### config.mk
export PLATFORM = sky130hd
export DESIGN_NAME = sigtran_tlv_message_parser
export DESIGN_NICKNAME = d
export VERILOG_FILES = /design/src/rtl/stmp_pkg.sv /design/src/rtl/stmp_front.sv /design/src/rtl/stmp_queue.sv /design/src/rtl/stmp_back.sv /design/src/rtl/sigtran_tlv_message_parser.sv
export VERILOG_INCLUDE_DIRS = /design/src /design/src/rtl
export SDC_FILE = /design/constraint.sdc
export NUM_CORES = 1
export LEC_CHECK = 0
export BUFFER_PORTS_ARGS = -buffer_cell sky130_fd_sc_hd__buf_2
export CAP_MARGIN = 0
export CORE_AREA = 4 4 303 305
export CTS_BUF_LIST = sky130_fd_sc_hd__clkbuf_8
export CTS_CLUSTER_SIZE = 12
export DETAILED_ROUTE_END_ITERATION = 8
export DIE_AREA = 0 0 307 309
export HOLD_SLACK_MARGIN = 0.12
export PLACE_DENSITY = 0.42
export REMOVE_ABC_BUFFERS = 1
export SLEW_MARGIN = 5
export SYNTH_ARGS = -nofsm -noshare
export SYNTH_HDL_FRONTEND = slang
export SYNTH_SLANG_ARGS = --single-unit
### constraint.sdc
create_clock -name clk -period 14.5 [get_ports clk]
set_clock_uncertainty 0.05 [all_clocks]
set_input_delay 2.9 -clock clk [delete_from_list [all_inputs] [get_ports clk]]
set_output_delay 2.9 -clock clk [all_outputs]
set_load 0.03 [all_outputs]
### src/rtl/sigtran_tlv_message_parser_macros.svh
// assertion macros for the tlv message parser
`ifndef SIGTRAN_TLV_MESSAGE_PARSER_MACROS_SVH
`define SIGTRAN_TLV_MESSAGE_PARSER_MACROS_SVH
`ifndef SYNTHESIS
`define STMP_ASSERT_IMP(lbl, clk, rst_n, ante, cons) \
	lbl: assert property (@(posedge clk) disable iff (!rst_n) (ante) |-> (cons)) \
		else $error("stmp check failed");
`define STMP_ASSERT_NXT(lbl, clk, rst_n, ante, cons) \
	lbl: assert property (@(posedge clk) disable iff (!rst_n) (ante) |=> (cons)) \
		else $error("stmp check failed");
`else
`define STMP_ASSERT_IMP(lbl, clk, rst_n, ante, cons)
`define STMP_ASSERT_NXT(lbl, clk, rst_n, ante, cons)
`endif
`endif

### src/rtl/stmp_pkg.sv
// shared types, codes and helper functions of the tlv message parser
package stmp_pkg;

	localparam logic [2:0] PH_HEADER = 3'd0;
	localparam logic [2:0] PH_PHDR   = 3'd1;
	localparam logic [2:0] PH_VALUE  = 3'd2;
	localparam logic [2:0] PH_PAD    = 3'd3;
	localparam logic [2:0] PH_SKIP   = 3'd4;

	localparam logic [1:0] KIND_HEADER = 2'd0;
	localparam logic [1:0] KIND_PARAM  = 2'd1;
	localparam logic [1:0] KIND_BAD    = 2'd2;
	localparam logic [1:0] KIND_END    = 2'd3;

	localparam logic [15:0] HDR_LEN  = 16'd8;
	localparam logic [15:0] PHDR_LEN = 16'd4;

	localparam int OUT_TDATA_W = 128;

	typedef struct packed {
		logic [1:0]  kind;
		logic [63:0] hdr;
		logic        with_param;
		logic [15:0] tag;
		logic [15:0] len;
		logic [31:0] value;
		logic        eom;
	} rec_t;

	function automatic logic [1:0] pad_of(input logic [15:0] len);
		pad_of = 2'd0 - len[1:0];
	endfunction

	function automatic logic [3:0] kind_of(input logic [15:0] tag);
		logic [3:0] k;
		unique case (tag)
			16'd1:   k = 4'd0;
			16'd2:   k = 4'd1;
			16'd3:   k = 4'd2;
			16'd4:   k = 4'd3;
			16'd7:   k = 4'd4;
			16'd9:   k = 4'd5;
			16'd10:  k = 4'd6;
			16'd12:  k = 4'd7;
			16'd13:  k = 4'd8;
			default: k = 4'd9;
		endcase
		kind_of = k;
	endfunction

	function automatic logic known_pair(input logic [7:0] cls, input logic [7:0] typ);
		logic [15:0] key;
		key = {cls, typ};
		known_pair = (key == 16'h0000) || (key == 16'hFF01) ||
			((key >= 16'h0301) && (key <= 16'h0306));
	endfunction

endpackage

### src/rtl/stmp_front.sv
// front end: byte acceptance, parse state and record building
`include "sigtran_tlv_message_parser_macros.svh"
module stmp_front (
	input  logic              clk,
	input  logic              arst_n,
	input  logic              s_tvalid,
	output logic              s_tready,
	input  logic [7:0]        s_tdata,
	input  logic              s_tlast,
	input  logic              q_ready,
	output logic              push,
	output stmp_pkg::rec_t    rec
);

	localparam logic [1:0] ST_NONE = 2'd0;
	localparam logic [1:0] ST_DONE = 2'd1;
	localparam logic [1:0] ST_BAD  = 2'd2;

	logic [2:0]  phase_q, phase_n;
	logic [15:0] cnt_q, cnt_n, cnt_inc;
	logic [63:0] hdr_q, hdr_n;
	logic [15:0] tag_q, tag_n;
	logic [15:0] len_q, len_n;
	logic [31:0] val_q, val_n;
	logic [1:0]  status;
	logic        emit, wp, reom, acc, eom, param_ph;
	logic [1:0]  rkind;
	logic [7:0]  b;

	assign s_tready = q_ready;
	assign acc      = s_tvalid & q_ready;
	assign b        = s_tdata;
	assign eom      = s_tlast;
	assign cnt_inc  = cnt_q + 16'd1;

	always_comb begin
		phase_n  = phase_q;
		cnt_n    = cnt_q;
		hdr_n    = hdr_q;
		tag_n    = tag_q;
		len_n    = len_q;
		val_n    = val_q;
		status   = ST_NONE;
		emit     = 1'b0;
		wp       = 1'b0;
		reom     = 1'b0;
		rkind    = stmp_pkg::KIND_BAD;
		param_ph = 1'b0;
		unique case (phase_q)
			stmp_pkg::PH_PHDR: begin
				param_ph = 1'b1;
				if (cnt_q == 16'd0) begin
					tag_n = '0;
					len_n = '0;
					val_n = '0;
				end
				unique case (cnt_q[1:0])
					2'd0: tag_n[15:8] = tag_n[15:8] | b;
					2'd1: tag_n[7:0]  = tag_n[7:0] | b;
					2'd2: len_n[15:8] = len_n[15:8] | b;
					default: len_n[7:0] = len_n[7:0] | b;
				endcase
				cnt_n = cnt_inc;
				if (cnt_inc >= stmp_pkg::PHDR_LEN) begin
					if (len_n < stmp_pkg::PHDR_LEN) begin
						status = ST_BAD;
					end else if (len_n == stmp_pkg::PHDR_LEN) begin
						status = ST_DONE;
					end else begin
						phase_n = stmp_pkg::PH_VALUE;
						cnt_n   = '0;
					end
				end
			end
			stmp_pkg::PH_VALUE: begin
				param_ph = 1'b1;
				if (cnt_q < 16'd4) begin
					unique case (cnt_q[1:0])
						2'd0: val_n[31:24] = val_n[31:24] | b;
						2'd1: val_n[23:16] = val_n[23:16] | b;
						2'd2: val_n[15:8]  = val_n[15:8] | b;
						default: val_n[7:0] = val_n[7:0] | b;
					endcase
				end
				cnt_n = cnt_inc;
				if ({1'b0, cnt_inc} + 17'd4 >= {1'b0, len_q}) begin
					if (stmp_pkg::pad_of(len_q) == 2'd0) begin
						status = ST_DONE;
					end else begin
						phase_n = stmp_pkg::PH_PAD;
						cnt_n   = '0;
					end
				end
			end
			stmp_pkg::PH_PAD: begin
				param_ph = 1'b1;
				cnt_n    = cnt_inc;
				if (cnt_inc >= {14'd0, stmp_pkg::pad_of(len_q)})
					status = ST_DONE;
			end
			stmp_pkg::PH_SKIP: begin
				if (eom) begin
					emit    = 1'b1;
					rkind   = stmp_pkg::KIND_END;
					wp      = 1'b1;
					reom    = 1'b1;
					phase_n = stmp_pkg::PH_HEADER;
					cnt_n   = '0;
				end
			end
			default: begin
				if (cnt_q == 16'd0)
					hdr_n = '0;
				for (int i = 0; i < 8; i++) begin
					if (cnt_q[2:0] == 3'(i))
						hdr_n[63 - 8 * i -: 8] = hdr_n[63 - 8 * i -: 8] | b;
				end
				cnt_n = cnt_inc;
				if (cnt_inc >= stmp_pkg::HDR_LEN) begin
					emit    = 1'b1;
					rkind   = stmp_pkg::KIND_HEADER;
					reom    = eom;
					phase_n = eom ? stmp_pkg::PH_HEADER : stmp_pkg::PH_PHDR;
					cnt_n   = '0;
				end else if (eom) begin
					emit    = 1'b1;
					rkind   = stmp_pkg::KIND_BAD;
					reom    = 1'b1;
					phase_n = stmp_pkg::PH_HEADER;
					cnt_n   = '0;
				end
			end
		endcase
		if (param_ph && (status != ST_NONE || eom)) begin
			priority if (status == ST_DONE) begin
				emit    = 1'b1;
				rkind   = stmp_pkg::KIND_PARAM;
				wp      = 1'b1;
				reom    = eom;
				phase_n = eom ? stmp_pkg::PH_HEADER : stmp_pkg::PH_PHDR;
				cnt_n   = '0;
			end else if (status == ST_BAD) begin
				emit    = 1'b1;
				rkind   = stmp_pkg::KIND_BAD;
				wp      = 1'b1;
				reom    = eom;
				phase_n = eom ? stmp_pkg::PH_HEADER : stmp_pkg::PH_SKIP;
				cnt_n   = '0;
			end else begin
				emit    = 1'b1;
				rkind   = stmp_pkg::KIND_BAD;
				wp      = 1'b1;
				reom    = 1'b1;
				phase_n = stmp_pkg::PH_HEADER;
				cnt_n   = '0;
			end
		end
	end

	assign push           = acc & emit;
	assign rec.kind       = rkind;
	assign rec.hdr        = hdr_n;
	assign rec.with_param = wp;
	assign rec.tag        = tag_n;
	assign rec.len        = len_n;
	assign rec.value      = val_n;
	assign rec.eom        = reom;

	always_ff @(posedge clk or negedge arst_n) begin
		if (!arst_n) begin
			phase_q <= stmp_pkg::PH_HEADER;
			cnt_q   <= '0;
			hdr_q   <= '0;
			tag_q   <= '0;
			len_q   <= '0;
			val_q   <= '0;
		end else if (acc) begin
			phase_q <= phase_n;
			cnt_q   <= cnt_n;
			hdr_q   <= hdr_n;
			tag_q   <= tag_n;
			len_q   <= len_n;
			val_q   <= val_n;
		end
	end

	`STMP_ASSERT_NXT(a_eom_restart, clk, arst_n, acc && s_tlast, phase_q == stmp_pkg::PH_HEADER && cnt_q == 16'd0)
	`STMP_ASSERT_IMP(a_skip_quiet, clk, arst_n, acc && phase_q == stmp_pkg::PH_SKIP && !s_tlast, !push)

endmodule

### src/rtl/stmp_queue.sv
// two-entry record queue between front and back
`include "sigtran_tlv_message_parser_macros.svh"
module stmp_queue (
	input  logic           clk,
	input  logic           arst_n,
	input  logic           push,
	input  stmp_pkg::rec_t din,
	output logic           ready,
	input  logic           pop,
	output stmp_pkg::rec_t dout,
	output logic           not_empty
);

	stmp_pkg::rec_t mem_q [2];
	logic           wr_q, rd_q;
	logic [1:0]     cnt_q;

	assign ready     = (cnt_q != 2'd2);
	assign not_empty = (cnt_q != 2'd0);
	assign dout      = mem_q[rd_q];

	always_ff @(posedge clk) begin
		if (push)
			mem_q[wr_q] <= din;
	end

	always_ff @(posedge clk or negedge arst_n) begin
		if (!arst_n) begin
			wr_q  <= 1'b0;
			rd_q  <= 1'b0;
			cnt_q <= 2'd0;
		end else begin
			if (push)
				wr_q <= ~wr_q;
			if (pop)
				rd_q <= ~rd_q;
			unique case ({push, pop})
				2'b10:   cnt_q <= cnt_q + 2'd1;
				2'b01:   cnt_q <= cnt_q - 2'd1;
				default: cnt_q <= cnt_q;
			endcase
		end
	end

	`STMP_ASSERT_IMP(a_no_overflow, clk, arst_n, push, cnt_q != 2'd2)
	`STMP_ASSERT_IMP(a_no_underflow, clk, arst_n, pop, cnt_q != 2'd0)

endmodule

### src/rtl/stmp_back.sv
// back end: record formatting and output register
`include "sigtran_tlv_message_parser_macros.svh"
module stmp_back (
	input  logic           clk,
	input  logic           arst_n,
	input  logic           not_empty,
	input  stmp_pkg::rec_t head,
	output logic           pop,
	output logic           m_tvalid,
	input  logic           m_tready,
	// version, msg_class, msg_type, msg_length, class_type_known, param_tag,
	// param_length, param_kind, param_value, padding_bytes, zero fill
	output logic [stmp_pkg::OUT_TDATA_W-1:0] m_tdata,
	// record_kind
	output logic [1:0]     m_tuser,
	output logic           m_tlast
);

	logic        vld_q, load;
	logic [1:0]  kind_q, pad_q;
	logic [7:0]  ver_q, cls_q, typ_q;
	logic [31:0] mlen_q, val_q;
	logic        known_q, eom_q;
	logic [15:0] tag_q, plen_q;
	logic [3:0]  pkind_q;

	assign load = not_empty && (!vld_q || m_tready);
	assign pop  = load;

	always_ff @(posedge clk or negedge arst_n) begin
		if (!arst_n)
			vld_q <= 1'b0;
		else if (load)
			vld_q <= 1'b1;
		else if (m_tready)
			vld_q <= 1'b0;
	end

	always_ff @(posedge clk) begin
		if (load) begin
			kind_q  <= head.kind;
			ver_q   <= head.hdr[63:56];
			cls_q   <= head.hdr[47:40];
			typ_q   <= head.hdr[39:32];
			mlen_q  <= head.hdr[31:0];
			known_q <= stmp_pkg::known_pair(head.hdr[47:40], head.hdr[39:32]);
			tag_q   <= head.with_param ? head.tag : 16'd0;
			plen_q  <= head.with_param ? head.len : 16'd0;
			pkind_q <= head.with_param ? stmp_pkg::kind_of(head.tag) : 4'd0;
			val_q   <= head.with_param ? head.value : 32'd0;
			pad_q   <= head.with_param ? stmp_pkg::pad_of(head.len) : 2'd0;
			eom_q   <= head.eom;
		end
	end

	assign m_tvalid = vld_q;
	assign m_tuser  = kind_q;
	assign m_tlast  = eom_q;
	assign m_tdata  = {1'b0, pad_q, val_q, pkind_q, plen_q, tag_q, known_q,
		mlen_q, typ_q, cls_q, ver_q};

	`STMP_ASSERT_IMP(a_hdr_no_param, clk, arst_n, vld_q && kind_q == stmp_pkg::KIND_HEADER, tag_q == 16'd0 && pkind_q == 4'd0 && pad_q == 2'd0)

endmodule

### src/rtl/sigtran_tlv_message_parser.sv
// top level of the tlv message parser: front end, record queue, back end
// a finished record passes the record queue, then the output register, to m_tvalid
// throughput: one byte per cycle while the queue has room; at most one record per byte, set by the single state update
// the two-entry record queue and the output register let input and output stall apart
// reset: arst_n clears parse state, queue and output valid at once; no clearing pass
module sigtran_tlv_message_parser (
	input  logic        clk,
	input  logic        arst_n,
	input  logic        s_tvalid,
	output logic        s_tready,
	// data_byte
	input  logic [7:0]  s_tdata,
	input  logic        s_tlast,
	output logic        m_tvalid,
	input  logic        m_tready,
	// version, msg_class, msg_type, msg_length, class_type_known, param_tag,
	// param_length, param_kind, param_value, padding_bytes, zero fill
	output logic [stmp_pkg::OUT_TDATA_W-1:0] m_tdata,
	// record_kind
	output logic [1:0]  m_tuser,
	output logic        m_tlast
);

	stmp_pkg::rec_t rec, head;
	logic           push, q_ready, pop, not_empty;

	stmp_front u_front (
		.clk      (clk),
		.arst_n   (arst_n),
		.s_tvalid (s_tvalid),
		.s_tready (s_tready),
		.s_tdata  (s_tdata),
		.s_tlast  (s_tlast),
		.q_ready  (q_ready),
		.push     (push),
		.rec      (rec)
	);

	stmp_queue u_queue (
		.clk       (clk),
		.arst_n    (arst_n),
		.push      (push),
		.din       (rec),
		.ready     (q_ready),
		.pop       (pop),
		.dout      (head),
		.not_empty (not_empty)
	);

	stmp_back u_back (
		.clk       (clk),
		.arst_n    (arst_n),
		.not_empty (not_empty),
		.head      (head),
		.pop       (pop),
		.m_tvalid  (m_tvalid),
		.m_tready  (m_tready),
		.m_tdata   (m_tdata),
		.m_tuser   (m_tuser),
		.m_tlast   (m_tlast)
	);

endmodule
=== Word-level counts from Yosys, hierarchy flattened ===
Memory sizes are Yosys's and may differ from the RTL's.
Cells that the tools add are included.
W data, S select, Z words.

* Bits of input ports: 13
* Logic and storage cells: 193
* Memory bits (read-only): 64
* RAM bits: 264
* Output and inout port bits: 133
* Memories: 2
* Register bits after elaboration: 282

{| class="wikitable"
|+ Memories
! name !! words !! bits a word !! rd ports !! clocked after memory_dff !! write ports !! line !! RTL
|-
| u_queue.mem_q || 2 || 132 || 1 || 0 || 1 || stmp_queue.sv:14 || <nowiki>stmp_pkg::rec_t mem_q [2];</nowiki>
|-
| (name not given) || 16 || 4 || 1 || 0 || 0 || stmp_pkg.sv:36 || <nowiki>unique case (tag)</nowiki>
|}

* $add $sub $neg: 6
* Magnitude comparators: 8
* Reduce and logical (&&, ||, !) cells: 24
* Bitwise operators: 20
* Multiplexer cells: 83
* Equality and inequality tests: 27

{| class="wikitable"
|+ Operators with widths
! operator !! number
|-
| $mux W16 || 15
|-
| $mux W64 || 3
|-
| $mux W8 || 18
|-
| $or A8 B8 Y8 || 16
|-
| $mux W32 || 2
|-
| $pmux W16 S4 || 1
|-
| $pmux W32 S2 || 1
|-
| $mux W3 || 11
|-
| $logic_not A16 Y1 || 2
|-
| $lt A16 B3 Y1 const B || 2
|-
| $mux W1 || 19
|-
| $add A16 B3 Y17 const B || 1
|-
| $ge A17 B16 Y1 || 1
|-
| $add A16 B1 Y16 const B || 1
|-
| $eq A16 B16 Y1 const B || 1
|-
| $eq A16 B3 Y1 const B || 1
|-
| $ge A16 B10 Y1 const B || 1
|-
| $ge A16 B2 Y1 || 1
|-
| $ge A16 B3 Y1 const B || 1
|-
| $ge A16 B4 Y1 const B || 1
|-
| $le A16 B10 Y1 const B || 1
|-
| $eq A3 B3 Y1 const B || 5
|-
| $eq A3 B2 Y1 const B || 4
|-
| $logic_not A12 Y1 || 1
|-
| 29 further kinds || 58
|}

=== Longest topological paths before layout ===
Gate-level depths: netlist of run 1.

* Depth after elaboration: 18
* Mapped depth: 23
* Mapped depth without buffers: 21

=== By module ===
From an unflattened synthesis of run 1, not the netlist that was laid out.

* Cell total of the unflattened synthesis: 1807
* Area total of the unflattened synthesis: 23709.0 um^2

{| class="wikitable"
|+ By module, submodules not included
! module !! cells an instance !! instances !! area an instance (um^2) !! seq. area each (um^2)
|-
| stmp_queue || 427 || 1 || 9994.6 || 8027.7
|-
| stmp_front || 1119 || 1 || 8978.6 || 3678.5
|-
| stmp_back || 261 || 1 || 4735.8 || 3898.7
|}

=== Worst setup path before layout of run 1 ===
Ideal clock, no wire load.

* Kind: in2reg
* From: in s_tdata[1]
* To: mem u_queue.mem_q[1][0] in the netlist's numbering, enable pin
* Data required time: 13.828 ns
* Arrival time: 10.217 ns
* Stages on the path: 10
* Setup time: 0.622 ns
* Path buffers: 1
* Setup slack: 3.611 ns
* Path through: clkbuf_1 or2_2 maj3_1 o22a_1 a21oi_1 o21ai_0 o221ai_2 nor2_1 o32a_1 nor2b_1

* Longest elaborated chain between the ends: 15
* Elaborated cells on any way between the ends: 19
* Those cells by class: order compare: 1; eq/ne: 1; mux: 11; bitwise: 3; reduce/logical: 3

{| class="wikitable"
|+ RTL lines
! element !! line !! RTL
|-
| start: declaration || sigtran_tlv_message_parser.sv:12 || <nowiki>input logic [7:0] s_tdata,</nowiki>
|-
| parallel branches: the longest is 5 deep, another holds $lt A16 B3 Y1 || - ||
|-
| $mux W2 * || stmp_front.sv:65 || <nowiki>if (len_n < stmp_pkg::PHDR_LEN) begin</nowiki>
|-
| $mux W2 * || stmp_front.sv:64 || <nowiki>if (cnt_inc >= stmp_pkg::PHDR_LEN) begin</nowiki>
|-
| $pmux W2 S3 * || stmp_front.sv:49 || <nowiki>unique case (phase_q)</nowiki>
|-
| $reduce_bool A2 Y1 * || stmp_front.sv:134 || <nowiki>if (param_ph && (status != ST_NONE || eom)) begin</nowiki>
|-
| $logic_or A1 B1 Y1 * || stmp_front.sv:134 ||
|-
| $logic_and A1 B1 Y1 * || stmp_front.sv:134 ||
|-
| $mux W1 * || stmp_front.sv:134 ||
|-
| $and A1 B1 Y1 * || stmp_front.sv:160 || <nowiki>assign push = acc & emit;</nowiki>
|-
| $mux W1 * || stmp_queue.sv:23 || <nowiki>if (push)</nowiki>
|-
| $mux W1 (implied by the code) * || stmp_queue.sv:24 || <nowiki>mem_q[wr_q] <= din;</nowiki>
|-
| end: declaration || stmp_queue.sv:14 ||
|}

Every way passes the cells marked *. The select of a mux whose other input is x is not followed.

=== Worst setup path in the final report of run 1 ===
* From: reg u_front.cnt_q[0]
* To: mem u_queue.mem_q[1][54] in the netlist's numbering, enable pin

* Longest elaborated chain between the ends: 18
* Elaborated cells on any way between the ends: 36
* Those cells by class: add/sub: 2; order compare: 5; eq/ne: 3; mux: 17; bitwise: 3; reduce/logical: 6

{| class="wikitable"
|+ RTL lines
! element !! line !! RTL
|-
| start: declaration || stmp_front.sv:20 || <nowiki>logic [15:0] cnt_q, cnt_n, cnt_inc;</nowiki>
|-
| start signal: assignment || stmp_front.sv:179 || <nowiki>cnt_q <= cnt_n;</nowiki>
|-
| parallel branches: the longest is 14 deep, another holds $add A16 B3 Y17 || - ||
|-
| $mux W1 * || stmp_front.sv:134 ||
|-
| $and A1 B1 Y1 * || stmp_front.sv:160 ||
|-
| $mux W1 * || stmp_queue.sv:23 ||
|-
| $mux W1 (implied by the code) * || stmp_queue.sv:24 ||
|}

Marks and branches as above.

==> impl_metrics.ini, run 1 <==
[routing]
vias = 13800
post-route-drc-count = 0
post_drt_wl_per_cell_um = 18.5
via_per_inst = 4.42
ant_nets = 0
first_pass_iters = 5
drt_iter0_markers = 1109
wirelength_um = 57800

[cells_and_area]
nets = 1922
final_area_um2 = 25800
fill_cells = 9116
area_delta_synth_final_pct = 16.7
multi_input_area_um2 = 6580
post_route_cells_drive_above_1_share_pct = 20.0
seqCellArea_um2 = 14900

[place]
pre_cts_ws_ns = 6.53
hpwl_um = 36200
place_area_um2 = 24000
io_buffers = 144
routabilityCongestion = 0.803

[logic_synthesis]
yosys_warnings = 0
yosysUniqueCellTypes = 74
synth.cells.most_frequent = edfxtp_1, nand2_1, dfrtp_1
synth.area.top_cells = edfxtp_1, dfrtp_1, nand2_1, mux2_2, mux2i_1
synth_fa_ha_area_share_pct = 2.09
async_reset_ff_share_pct = 27.6
synthSimpleGateAreaFrac_pct = 11.8
yosysTopAreaCell = edfxtp_1
synth-compound-area-share_pct = 7.60
syn_area_um2 = 22100
synth_area_per_cell_um2 = 12.8
synth_top_family_by_area = simple AND/OR/NAND/NOR gates
syn_inst = 1727
ys_ff_latch = 521
yosys-mux-area-fraction_pct = 6.61
synth_top_area_share_pct = 51.3
yosysSeqAreaShare_pct = 67.6
synth_most_common_cell = edfxtp_1
synth_xor_area_share_pct = 1.35
synth_edf_count = 377
ys.flop_type = edfxtp_1

[worst_setup_path]
crit_fanout = 60
crit_arrival_ns = 7.74
r2r_cells = 19
worst_setup_path_end_kind = flip-flop
path_class = flip-flop to flip-flop
start_kind = flip-flop
crit_required_ns = 14.74

[cts]
cts_tree = yes
hold_buffers = 0
cts_buffer_depth = 3
clk_pin_slew_ns = 0.06
post_cts_buffers = 0
clkSinkCount = 521
cts_made_buffers = 88
cts-root-buf = clkbuf_8
htreeDepth = 3
cts_resized = 0
insertion_delay_ns = 0.68

[sta]
rsz0062_at_grt = no
post-route-min-period_ns = 7.50
maxSlewHeadroom_pct = 11.6
finalSetupTns_ns = 0
setup_viol = 0
finalHoldViolCount = 0
whs_ns = 0.424
worst_pin_slew_ns = 1.32
fmax_ghz = 0.133
layout_setup_ws_ns = 7.00
period_share_pct = 51.7
drv_slew = 0

[grt]
grt_start_max_net_pins = 81
first_global_vias = 14100
grt_pass1_wl_um = 88400
overflow = 0
gr-usage-all-layers_pct = 12.1
antenna_found_initial = 2

[die]
initial_core_util_pct = 24.7
rows = 110
die_x_um = 307
fp.coreArea_um2 = 89300
die_h_um = 309
die_area_um2 = 94900
io_pins = 146

[hold_path]
min_path_cells = 2
hold_path_class = flip-flop to flip-flop

[pwr]
netSwitchingPower_mw = 2.40
power_density_nw_per_um2 = 240
pwr-share-comb_pct = 35.6
peakVddDrop_mv = 0.0878
seqPwrFrac_pct = 42.9
p_int_mw = 3.80
finalPower_mw = 6.19
p_leak_nw = 10.4
p_clk_share_pct = 21.4
swShare_pct = 38.7

[status]
outcome = complete, no violations

[flow_run]
maxCapViolCount = 0
final timing paths:
path	end	slack, ns	from
setup / recovery	u_queue.mem_q[1][54]	7.00	u_front.cnt_q[0]
hold / removal	u_front.val_q[12]	0.42	u_front.val_q[12]
setup reg to reg	u_queue.mem_q[1][54]	7.00	u_front.cnt_q[0]
hold reg to reg	u_front.val_q[12]	0.42	u_front.val_q[12]
max in group asynchronous	u_front.tag_q[11]	10.98	arst_n
min in group asynchronous	u_back.m_tvalid	2.12	arst_n
power by group through the flow:
stage          Sequential [mW]  Clock (mW)  Combinational (mW)
2_1_floorplan             3.13           0                1.13
4_1_cts                   2.67        1.38                2.27
3_5_place_dp              2.70           0                2.26
5_1_grt                   2.72        1.46                2.43
6_report                  2.66        1.33                2.21
3_3_place_gp              2.68           0                2.24
stage by stage:
step / util [%] / std cells
floorplan: - / 1617
global placement: 26.9 / 2959
detailed placement: 26.9 / 2959
CTS: 28.8 / 3123
global route: 28.9 / 3124
finish: 28.9 / 3124
registers in the layout, summed over array words and instances (netlist names), 2 cells and up:
name	flops
u_front.val_q	32
u_front.len_q	16
u_back.pkind_q	4
u_front.phase_q	3
u_back.typ_q	8
u_queue.mem_q	248
u_back.m_tuser	2
u_front.tag_q	16
u_queue.cnt_q	2
u_back.mlen_q	32
u_front.cnt_q	16
u_back.tag_q	16
u_back.ver_q	8
u_front.hdr_q	56
u_back.val_q	32
u_back.plen_q	16
u_back.cls_q	8
cells in the final DEF, fill, tap and decap left out, types with 7 or more instances in the layout:
cell type,count
clkinv_1,13
nand2_1,363
nand4_1,12
clkbuf_8,102
edfxtp_1,377
buf_4,22
dfrtp_1,143
nor2_1,132
nand2b_1,7
nor3_1,20
o21ai_0,58
buf_2,143
and2_1,10
nor4_1,15
xnor2_1,24
nand3_1,17
xor2_1,10
ha_1,36
a21oi_1,51
mux2_2,69
mux2i_1,65
clkinv_2,15
a22o_1,74
inv_1,61
cells by family after synthesis:
family / after synthesis
muxes: 136
xor gates and xnor gates: 34
and+or+nand+nor: 615
AOI/OAI and AO/OA: 239
DFF: 521
adders and majority gates: 37
other: 1
buffers and inverters: 144
critical path, stage by stage, from the launching register on:
cell and delay [ns]:
dfrtp_1 0.55, ha_1 0.83, nand3_1 0.23, nor3_1 0.26, o32ai_1 0.20, or3_1 0.44
or3_1 0.39, nor3_1 0.24, xnor2_1 0.10, ha_1 0.32, nand3_1 0.13, nor4_1 0.33
a211oi_1 0.16, o41ai_2 0.12, and4_1 0.27, nor2_1 0.09, o32a_1 0.31, nor2b_4 0.52
buf_4 0.69, buf_4 0.81
area by class of cell:
| cell class | count | area share, % |
|---|---|---|
| antenna | 1 | 0.00971 |
| clock buffer | 102 | 5.45 |
| clock inverter | 62 | 1.44 |
| inverter | 34 | 0.495 |
| multi-input combinational | 1062 | 25.5 |
| sequential | 521 | 57.9 |
| tap | 1176 | 5.71 |
| timing repair buffer | 166 | 3.46 |
per-layer routing:
layer  global-route usage [%]  vias up  part of all wire (%)
met4                     4.07        2                   2.3
met5                        0        -                 0.035
met1                     16.0     6844                    45
met3                     2.36       89                   5.0
met2                     19.9      361                    48
li1                         -     6498                     -
(Power assumes the default switching activity.)
==> inputs of run 2 (changes only) <==
clock period = 7.4 ns   (was 14.5 ns; I/O delays follow)
==> impl_metrics.ini, run 2 (same netlist as run 1, synthesis figures left out) <==
[routing]
ant_nets = 0
post-route-drc-count = 0
wirelength_um = 59900
via_per_inst = 4.44
vias = 13900
post_drt_wl_per_cell_um = 19.2
first_pass_iters = 7
drt_iter0_markers = 844

[die]
rows = 110
io_pins = 146
fp.coreArea_um2 = 89300
die_h_um = 309
die_area_um2 = 94900
die_x_um = 307
initial_core_util_pct = 24.7

[cts]
post_cts_buffers = 0
cts_made_buffers = 89
hold_buffers = 0
clk_pin_slew_ns = 0.06
clkSinkCount = 521
cts_tree = yes
insertion_delay_ns = 0.69
cts_buffer_depth = 3
htreeDepth = 3
cts-root-buf = clkbuf_8
cts_resized = 0

[worst_setup_path]
start_kind = flip-flop
worst_setup_path_end_kind = flip-flop
crit_required_ns = 7.63
crit_arrival_ns = 6.62
crit_fanout = 56
path_class = flip-flop to flip-flop

[status]
outcome = complete, no violations

[sta]
whs_ns = 0.425
finalHoldViolCount = 0
maxSlewHeadroom_pct = 35.0
drv_slew = 0
worst_pin_slew_ns = 0.975
finalSetupTns_ns = 0
period_share_pct = 86.4
fmax_ghz = 0.156
setup_viol = 0
post-route-min-period_ns = 6.39
layout_setup_ws_ns = 1.01
rsz0062_at_grt = no

[grt]
gr-usage-all-layers_pct = 12.4
grt_pass1_wl_um = 89400
grt_start_max_net_pins = 114
overflow = 0
antenna_found_initial = 2
first_global_vias = 14000

[place]
routabilityCongestion = 0.785
io_buffers = 144
pre_cts_ws_ns = 1.04
hpwl_um = 37000

[pwr]
p_int_mw = 7.36
peakVddDrop_mv = 0.233
seqPwrFrac_pct = 43.3
pwr-share-comb_pct = 36.1
power_density_nw_per_um2 = 468
swShare_pct = 39.0
p_leak_nw = 10.4
netSwitchingPower_mw = 4.70
p_clk_share_pct = 20.6

[cells_and_area]
largest_register_ffs = 248
fin_util_pct = 28.8
area_delta_synth_final_pct = 16.6
final_common_cell = edfxtp_1
max_flop_register = u_queue.mem_q
nets = 1921
reg_top3 = u_queue.mem_q (248), u_front.hdr_q (56)
fill_cells = 9039
post_route_cells_drive_above_1_share_pct = 19.5
final_cell_mix = edfxtp_1, nand2_1, buf_2, dfrtp_1, nor2_1

[hold_path]
hold_path_class = flip-flop to flip-flop

[flow_run]
maxCapViolCount = 0
run 2: power groups by stage:
stage | Sequential, mW | Combinational [mW] | Clock (mW)
2_1_floorplan | 6.14 | 2.21 | 0
3_3_place_gp | 5.27 | 4.41 | 0
3_5_place_dp | 5.29 | 4.46 | 0
4_1_cts | 5.24 | 4.48 | 2.60
5_1_grt | 5.34 | 4.77 | 2.74
6_report | 5.22 | 4.36 | 2.48
run 2: final timing paths:
| kind | from | endpoint | slack [ns] | depth (start not counted) |
|---|---|---|---|---|
| max | u_front.cnt_q[0] | u_queue.mem_q[1][77] | 1.01 | 18 |
| min | u_front.hdr_q[11] | u_front.hdr_q[11] | 0.42 | 2 |
| max reg2reg | u_front.cnt_q[0] | u_queue.mem_q[1][77] | 1.01 | 18 |
| min reg2reg | u_front.hdr_q[11] | u_front.hdr_q[11] | 0.42 | 2 |
| max in group asynchronous | arst_n | u_queue.rd_q | 5.24 | 2 |
| min in group asynchronous | arst_n | u_back.m_tvalid | 0.66 | 1 |
run 2: worst max-delay path: stages (launching register included):
cell and delay, ns:
dfrtp_1 0.54, ha_1 0.85, nand3_1 0.24, nor3_1 0.29
o32ai_1 0.23, or3_1 0.45, or3_1 0.39, nor3_1 0.26
xnor2_1 0.11, ha_1 0.31, nand3_1 0.12, nor4_1 0.30
a211oi_1 0.14, o41ai_2 0.12, and4_1 0.28, nor2_1 0.08
o32a_1 0.32, nor2b_4 0.19, buf_4 0.67
run 2: routing by layer:
metal  wire length, µm  vias to the layer above  GRT usage [%]
met4              1530                        0           4.65
li1                  -                     6480              -
met2             29500                      312           21.5
met1             26100                     6969           15.6
met3              2730                       92           2.17
met5                 0                        -              0
run 2: layout make-up:
class                      count  area (µm²)  area share (%)
sequential                   521       14900            58.0
multi-input combinational   1062        6580            25.5
clock buffer                 107        1470            5.72
tap                         1176        1470            5.72
timing repair buffer         164         915            3.55
clock inverter                57         246           0.958
inverter                      34         128           0.496
antenna                        2        5.00          0.0194
run 2: metrics by stage:
step / instance area [µm²] / cells / power [mW]
after floorplan: 21600 / 1617 / 8.35
after global placement: 24000 / 2957 / 9.68
after detailed placement: 24000 / 2957 / 9.75
after CTS: 25700 / 3121 / 12.3
after global routing: 25700 / 3122 / 12.8
final: 25700 / 3123 / 12.1
==> inputs of run 3 (changes only) <==
--- a/config.mk
+++ b/config.mk
@@ -15,3 +15,5 @@
 export DIE_AREA = 0 0 307 309
+export GPL_ROUTABILITY_DRIVEN = 0
 export HOLD_SLACK_MARGIN = 0.12
+export MAX_ROUTING_LAYER = met4
 export PLACE_DENSITY = 0.42
==> constraint.sdc (replaced) <==
create_clock -name clk -period 7.4 [get_ports clk]
set_clock_uncertainty 0.05 [all_clocks]
set_input_delay 1.11 -clock clk [delete_from_list [all_inputs] [get_ports clk]]
set_output_delay 1.11 -clock clk [all_outputs]
set_load 0.03 [all_outputs]
==> impl_metrics.ini, run 3 (same netlist as run 1, synthesis figures left out) <==
[pwr]
p_clk_share_pct = 21.6
finalPower_mw = 12.2
p_leak_nw = 10.4
seqPwrFrac_pct = 42.9
p_int_mw = 7.48
swShare_pct = 38.5
peakVddDrop_mv = 0.272
power_density_nw_per_um2 = 471
netSwitchingPower_mw = 4.68
pwr-share-comb_pct = 35.4

[worst_setup_path]
slowest_delay_ns = 0.59
cp_num_buf_inv = 1
cpMaxStageDelayCell = dfrtp_1
start_kind = flip-flop
crit_path_cell_trace = ha_1 > nand3_1 > nor3_1 > o32ai_1 > or3_1 > or3_1 > nor3_1 > xor2_1 > ha_1 > nand3_1 > nor2_1 > o2bb2ai_1 > a211oi_1 > o41ai_2 > and4_1 > nor2_1 > o32a_1 > nor2b_4 > buf_12
critPathTopFamily = simple AND/OR/NAND/NOR gates
crit_arrival_ns = 6.09
path_class = flip-flop to flip-flop
worst_setup_path_end_kind = flip-flop
crit_fanout = 124
crit_required_ns = 7.63

[sta]
rsz0062_at_grt = no
worst_pin_slew_ns = 1.07
finalHoldViolCount = 0
drv_slew = 0
fmax_ghz = 0.171
post-route-min-period_ns = 5.86
period_share_pct = 79.2
maxSlewHeadroom_pct = 28.9
setup_viol = 0

[cts]
hold_buffers = 0
cts_made_buffers = 88
clk_pin_slew_ns = 0.06
post_cts_buffers = 0
cts-root-buf = clkbuf_8
insertion_delay_ns = 0.70
htreeDepth = 3
clkSinkCount = 521
cts_resized = 0
cts_buffer_depth = 3
cts_tree = yes

[routing]
vias = 13800
post-route-drc-count = 0
wirelength_um = 58400
via_per_inst = 4.41
post_drt_wl_per_cell_um = 18.7
ant_nets = 0
first_pass_iters = 5
drt_iter0_markers = 780

[grt]
antenna_found_initial = 2
first_global_vias = 14000
grt_start_max_net_pins = 132
overflow = 0
grt.busiest_layer = met2
gr-usage-all-layers_pct = 12.4
grt_pass1_wl_um = 87800
grt_util_met3_pct = 2.61
use_met1_pct = 15.2
met2_usage_pct = 20.4

[cells_and_area]
fin_util_pct = 28.9
nets = 1917
final_cell_mix = edfxtp_1, nand2_1, buf_2, dfrtp_1, nor2_1
max_flop_register = u_queue.mem_q
post_route_cells_drive_above_1_share_pct = 19.7
reg_top3 = u_queue.mem_q (248), u_front.hdr_q (56)
area_delta_synth_final_pct = 17.0
largest_register_ffs = 248
final_common_cell = edfxtp_1
fill_cells = 9045

[die]
die_x_um = 307
io_pins = 146
fp.coreArea_um2 = 89300
rows = 110
die_area_um2 = 94900
initial_core_util_pct = 24.7
die_h_um = 309

[flow_run]
maxCapViolCount = 0

[hold_path]
hold_path_class = flip-flop to flip-flop

[place]
hpwl_um = 34800
io_buffers = 144

[status]
outcome = complete, no violations
run 3: cell count changes in the layout (fill, tap and decap cells not counted), sizes merged:
cell      change
inv          -11
clkinv       +10
bufinv        +4
buf           -3
clkbuf        -3
clkinvlp      +2
run 3: worst register-to-register path, delay by kind of cell (launching register included):
family          cells  cell delay [ns]
fa+ha+maj           2             0.70
xor+xnor            1             0.21
compound gates      5             1.24
simple gates       10             2.24
flops               1             0.59
buf+inv             1             0.26
run 3: layout make-up:
type | instances | area, µm² | area share, %
diodes | 2 | 5.00 | 0.0194
well taps | 1176 | 1470 | 5.70
clock inverters | 62 | 400 | 1.55
inverters | 34 | 128 | 0.494
repair buffers | 161 | 892 | 3.45
multi-input cells | 1062 | 6580 | 25.5
clock buffers | 104 | 1430 | 5.54
flip-flops and latches | 521 | 14900 | 57.8
run 3: layer usage:
metal,part of all wire (%),vias to the layer above
met5,0,-
met4,2.9,0
met3,5.1,111
met2,48,312
met1,44,6869
li1,-,6485
run 3: power groups by stage:
stage               clock, mW  combinational (mW)  sequential (mW)
detailed placement          0                4.43             5.29
global route             2.88                4.75             5.34
floorplan                   0                2.21             6.14
finish                   2.63                4.31             5.22
global placement            0                4.38             5.26
CTS                      2.74                4.44             5.24
run 3: worst paths after layout:
path	startpoint	end	slack [ns]	cells past startpoint
worst max-delay path	u_front.cnt_q[0]	u_queue.mem_q[1][105]	1.54	19
worst min-delay path	u_front.val_q[16]	u_front.val_q[16]	0.42	2
worst max register to register	u_front.cnt_q[0]	u_queue.mem_q[1][105]	1.54	19
worst min register to register	u_front.val_q[16]	u_front.val_q[16]	0.42	2
max in group asynchronous	arst_n	u_front.val_q[27]	5.41	2
min in group asynchronous	arst_n	u_back.m_tvalid	0.43	1
run 3: metrics by stage:
stage	cell area, µm²	TNS, ns	worst slack (ns)	hold slack (ns)	instances
2_1_floorplan	21600	-1384.53	-5.30	0.396	1617
3_3_place_gp	24000	0	1.78	0.407	2954
3_5_place_dp	24000	0	1.65	0.412	2954
4_1_cts	25800	0	1.52	0.426	3120
5_1_grt	25800	0	1.04	0.445	3122
6_report	25800	0	1.54	0.424	3122
